===== src/bwht_pkg.sv =====
`timescale 1ns / 1ps
package bwht_pkg;

  localparam int MAP_AW   = 16;   // 65536 block maps
  localparam int CHUNK_AW = 8;    // 256 chunk counters
  localparam int SWEEP_W  = MAP_AW + 1;
  localparam int DIV_W    = 33;

  localparam logic [31:0] WPW_RESET  = 32'd4096;
  localparam logic [31:0] WPD_RESET  = 32'd65536;
  localparam logic [16:0] BIU_RESET  = 17'd65536;

  typedef enum logic [1:0] {
    REG_BLOCKS_IN_USE     = 2'd0,
    REG_WRITES_PER_WINDOW = 2'd1,
    REG_WRITES_PER_DECAY  = 2'd2
  } reg_index_t;

  typedef enum logic [3:0] {
    S_CLR_MAP,
    S_CLR_CHUNK,
    S_IDLE,
    S_START,
    S_DIV,
    S_WCLR,
    S_RD,
    S_WR,
    S_DECAY,
    S_QOUT
  } state_t;

  typedef struct packed {
    logic latch_in;
    logic win_step;
    logic div_start;
    logic win_apply;
    logic sweep_en;
    logic sweep_chunk;
    logic sweep_zero;
    logic mem_wr;
    logic result_load;
  } ctrl_cmd_t;

  typedef struct packed {
    logic is_query;
    logic in_range;
    logic p_below_len;
    logic div_done;
    logic sweep_done;
    logic decay_due;
  } dp_status_t;

endpackage


===== src/bwht_ctrl.sv =====
`timescale 1ns / 1ps
module bwht_ctrl (
  input  logic                clk,
  input  logic                rst,
  input  logic                start,
  output logic                busy,
  input  bwht_pkg::dp_status_t st,
  output bwht_pkg::ctrl_cmd_t  cmd
);
  import bwht_pkg::*;

  state_t state, state_next;

  always_ff @(posedge clk) begin
    if (rst) state <= S_CLR_MAP;
    else     state <= state_next;
  end

  always_comb begin
    state_next = state;
    unique case (state)
      S_CLR_MAP:   if (st.sweep_done) state_next = S_CLR_CHUNK;
      S_CLR_CHUNK: if (st.sweep_done) state_next = S_IDLE;
      S_IDLE:      if (start) state_next = S_START;
      S_START: begin
        if (st.is_query)          state_next = S_QOUT;
        else if (!st.p_below_len) state_next = S_DIV;
        else if (st.in_range)     state_next = S_WR;
        else                      state_next = S_IDLE;
      end
      S_DIV:   if (st.div_done) state_next = S_WCLR;
      S_WCLR:  if (st.sweep_done) state_next = st.in_range ? S_RD : S_IDLE;
      S_RD:    state_next = S_WR;
      S_WR:    state_next = st.decay_due ? S_DECAY : S_IDLE;
      S_DECAY: if (st.sweep_done) state_next = S_IDLE;
      S_QOUT:  state_next = S_IDLE;
      default: state_next = S_IDLE;
    endcase
  end

  always_comb begin
    cmd  = '0;
    busy = 1'b1;
    unique case (state)
      S_CLR_MAP: begin
        cmd.sweep_en   = 1'b1;
        cmd.sweep_zero = 1'b1;
      end
      S_CLR_CHUNK: begin
        cmd.sweep_en    = 1'b1;
        cmd.sweep_chunk = 1'b1;
        cmd.sweep_zero  = 1'b1;
      end
      S_IDLE: begin
        busy         = 1'b0;
        cmd.latch_in = start;
      end
      S_START: begin
        cmd.win_step  = !st.is_query && st.p_below_len;
        cmd.div_start = !st.is_query && !st.p_below_len;
      end
      S_DIV:   cmd.win_apply = st.div_done;
      S_WCLR:  cmd.sweep_en = 1'b1;
      S_RD:    ;
      S_WR:    cmd.mem_wr = 1'b1;
      S_DECAY: begin
        cmd.sweep_en    = 1'b1;
        cmd.sweep_chunk = 1'b1;
      end
      S_QOUT:  cmd.result_load = 1'b1;
      default: ;
    endcase
  end

endmodule


===== config.mk =====
export PLATFORM = sky130hd
export DESIGN_NAME = bwht_ctrl
export DESIGN_NICKNAME = d
export VERILOG_FILES = /design/src/bwht_pkg.sv /design/src/bwht_ctrl.sv
export SDC_FILE = /design/constraint.sdc
export NUM_CORES = 1
export LEC_CHECK = 0
export ABC_AREA = 1
export BUFFER_PORTS_ARGS = -buffer_cell sky130_fd_sc_hd__buf_2
export CORE_AREA = 2 2 39 41
export DETAILED_ROUTE_END_ITERATION = 7
export DIE_AREA = 0 0 41 43
export PLACE_DENSITY_LB_ADDON = 0.2
export SYNTH_ARGS = -nofsm -noshare
export SYNTH_HDL_FRONTEND = slang
export SYNTH_SLANG_ARGS = --single-unit

===== constraint.sdc =====
create_clock -name clk -period 1.8 [get_ports clk]
set_clock_uncertainty 0.2 [all_clocks]
set_input_delay 0.45 -clock clk [delete_from_list [all_inputs] [get_ports clk]]
set_output_delay 0.45 -clock clk [all_outputs]
set_load 0.02 [all_outputs]

==> reports/metrics.csv <==
stage;metric;value;unit
detailed_routing;vias_per_cell;4.81;
clocking;cts_tree;done;
status;failed_checks;negative setup slack;
place;dp_slack;0.113;ns
pwr;p_total;0.780;mW
pwr;leakagePower;0.386;nW
pwr;clkPwrFrac;13.9;%
setup_path;cp_max_fo;6;
floorplan;fp.dieH;43;µm
floorplan;fp.dieW;41;µm
pwr;p_int;0.407;mW
finish;largestRegisters;state x4;
floorplan;coreArea;1380;µm²
clocking;clk_latency;0.23;ns
floorplan;fp.dieArea;1760;µm²
clocking;hold_buffers;0;
detailed_routing;wl;1.32;mm
finish;syn2layout_area_growth;59.7;%
synthesis;yosysTopAreaCell;dfxtp_1;
grt;grt_pass1_vias;537;
worst_hold_path;hold_depth;2;
timing;tightest_slew;0.209;ns
synthesis;ys.flop_type;dfxtp_1;
finish;drive_above_1_share;55.1;%
clocking;cts_made_buffers;3;
pwr;p_sw_share;47.9;%
synthesis;netlist_instances;76;
finish;fin_nets;118;
detailed_routing;routed-via-count;592;
setup_path;cp_data_required_time;1.15;ns
flow_run;maxCapViolations;0;
timing;tns;-0.0619;ns
synthesis;syn_nets;85;
finish;largest_reg_flops;4;
setup_path;ff2ff_path_depth;10;
floorplan;io-pin-count;19;
pwr;ir_worst_vdd;0.000643;V
setup_path;slowest_stage;dfxtp_4;
finish;top_register;state;
timing;rsz0062_at_grt;yes;
clocking;htree_levels;1;
timing;period_needed;1.83;ns
synthesis;synthTopCellsByArea;dfxtp_1, nand2_1, inv_1, nand3_2, nand3_1;
floorplan;initial_core_util;33.2;%
timing;report.final.setup_viol;4;
setup_path;criticalPathCategory;reg2out;
pwr;pwr-share-comb;65.9;%
setup_path;cp.arrival;1.18;ns
synthesis;syn_area;459;µm²
timing;fin_crit_sh;102;%
setup_path;critPathMaxStageDelay;0.37;ns
grt;grt_usage;18.0;%
synthesis;yosysUniqueCellTypes;20;
clocking;root_buffer;clkbuf_4;
setup_path;worst_setup_path_end_kind;output port;
worst_hold_path;worstHoldStart;rst;
grt;grt_max_degree;7;
finish;layout_common_cells;nand2_1, buf_2, inv_1, buf_4, nand3_1;
place;gp_congestion;0.820;
setup_path;ff2ff_setup_slack;0.28;ns
grt;grt_pass1_wl;2.10;mm
place;hpwlAfterDp;1.00;mm
synthesis;synth_edf_count;0;
timing;slew_headroom;86.0;%
synthesis;async_reset_ff_share;0;%
status;status;complete, but fails checks;
synthesis;yosysWarnings;0;
clocking;clockBufferDepth;2;
pwr;switchingPower;0.374;mW
finish;diodes;0;
detailed_routing;dr.pass1.iters;4;
synthesis;synth_seq_cells;4;
grt;overflow;0;
timing;clock.fmax;547;MHz
detailed_routing;drc;0;
setup_path;start_kind;register;
setup_path;r2r_start;state[2]$_SDFFE_PP0P_;
synthesis;avgSynthCellArea;6.04;µm²
timing;timing.final.ws_setup;-0.0287;ns
detailed_routing;wl_per_cell;10.7;µm
timing;finalHoldViolations;0;
detailed_routing;antenna_left;0;
place;port_buffers;18;
clocking;clkTransAtPathRegs;0.04;ns
setup_path;crit_chain;buf_6 > nor2_4 > nand2_2 > nor2_2 > buf_6;
worst_hold_path;hold_end;state[0]$_SDFFE_PP0P_;
synthesis;synth_top_area_share;17.4;%
worst_hold_path;hold_class;in2reg;
detailed_routing;first_iter_violations;19;
setup_path;cp_common_cell;buf_6;
pwr;sequentialPowerShare;20.2;%
floorplan;rows;14;
synthesis;ys_seq_area_share;17.4;%
timing;finalMaxSlewViolations;0;
pwr;power.density;1060;nW/µm²
grt;antenna_found_initial;0;
setup_path;r2r_end;state[2]$_SDFFE_PP0P_;
clocking;cts.sinks;4;
-- metal layers --
layer  global-route usage, %  up-vias  routed length (µm)
met4                    9.33        0                  14
met3                    6.28        2                  43
met1                    20.3      265                 604
met2                    28.1       15                 658
li1                        -      310                   -
met5                       0        -                   0
-- cell usage after synthesis (all sizes together) (2+ instances only) --
master   n
nor4     2
a21oi    6
nor2    11
dfxtp    4
nand3   11
nand2   19
nand3b   2
inv     16
-- how the worst max path moves through the flow --
| stage | start | to | slack, ns |
|---|---|---|---|
| after floorplan | state[3]$_SDFFE_PP0P_ | cmd[8] | 0.03 |
| after global placement | st[5] | cmd[6] | 0.12 |
| after detailed placement | st[5] | cmd[6] | 0.11 |
| after CTS | state[0]$_SDFFE_PP0P_ | cmd[3] | -0.01 |
| after global routing | state[0]$_SDFFE_PP0P_ | cmd[8] | -0.13 |
| final | state[0]$_SDFFE_PP0P_ | cmd[8] | -0.03 |
-- worst max-delay path, delay by kind of cell, from the launching register on --
kind	cells	cell delay (ns)
flip-flops	1	0.37
buffers and inverters	2	0.25
AND/OR/NAND/NOR	3	0.33
-- logic make-up after synthesis --
group / after synthesis / synth area share [%]
compound gates: 9 / 11.4
buf+inv: 17 / 15.5
flops: 4 / 17.4
simple gates: 46 / 55.6
-- metrics by stage --
| step | cell area (µm²) | cells | hold slack [ns] | util, % |
|---|---|---|---|---|
| finish | 733 | 123 | 0.213 | 53.0 |
| floorplan | 472 | 76 | 0.299 | - |
| detailed placement | 616 | 115 | 0.334 | 44.5 |
| global route | 733 | 123 | 0.204 | 53.0 |
| global placement | 616 | 115 | 0.336 | 44.5 |
| CTS | 707 | 123 | 0.203 | 51.1 |
-- cell type report --
class	count	area, µm²
Clock buffer	3	22.5
Fill cell	147	651
Inverter	16	60.1
Multi-Input combinational cell	55	348
Sequential cell	4	88.8
Tap cell	16	20.0
Timing Repair Buffer	29	194
-- repair_timing --
item                                    in CTS  in global routing
buffers inserted                             5                  0
resized for setup                           12                  8
pin swaps                                    3                  2
endpoints found under the hold margin        0                  0
endpoints found under the setup margin       8                  9
-- power by group through the flow --
stage	logic [mW]	registers [mW]	clock network (mW)
2_1_floorplan	0.341	0.128	0
3_3_place_gp	0.445	0.137	0
3_5_place_dp	0.446	0.138	0
4_1_cts	0.488	0.146	0.114
5_1_grt	0.561	0.163	0.124
6_report	0.514	0.158	0.109
No activity file was read; power rests on OpenSTA's default activity.
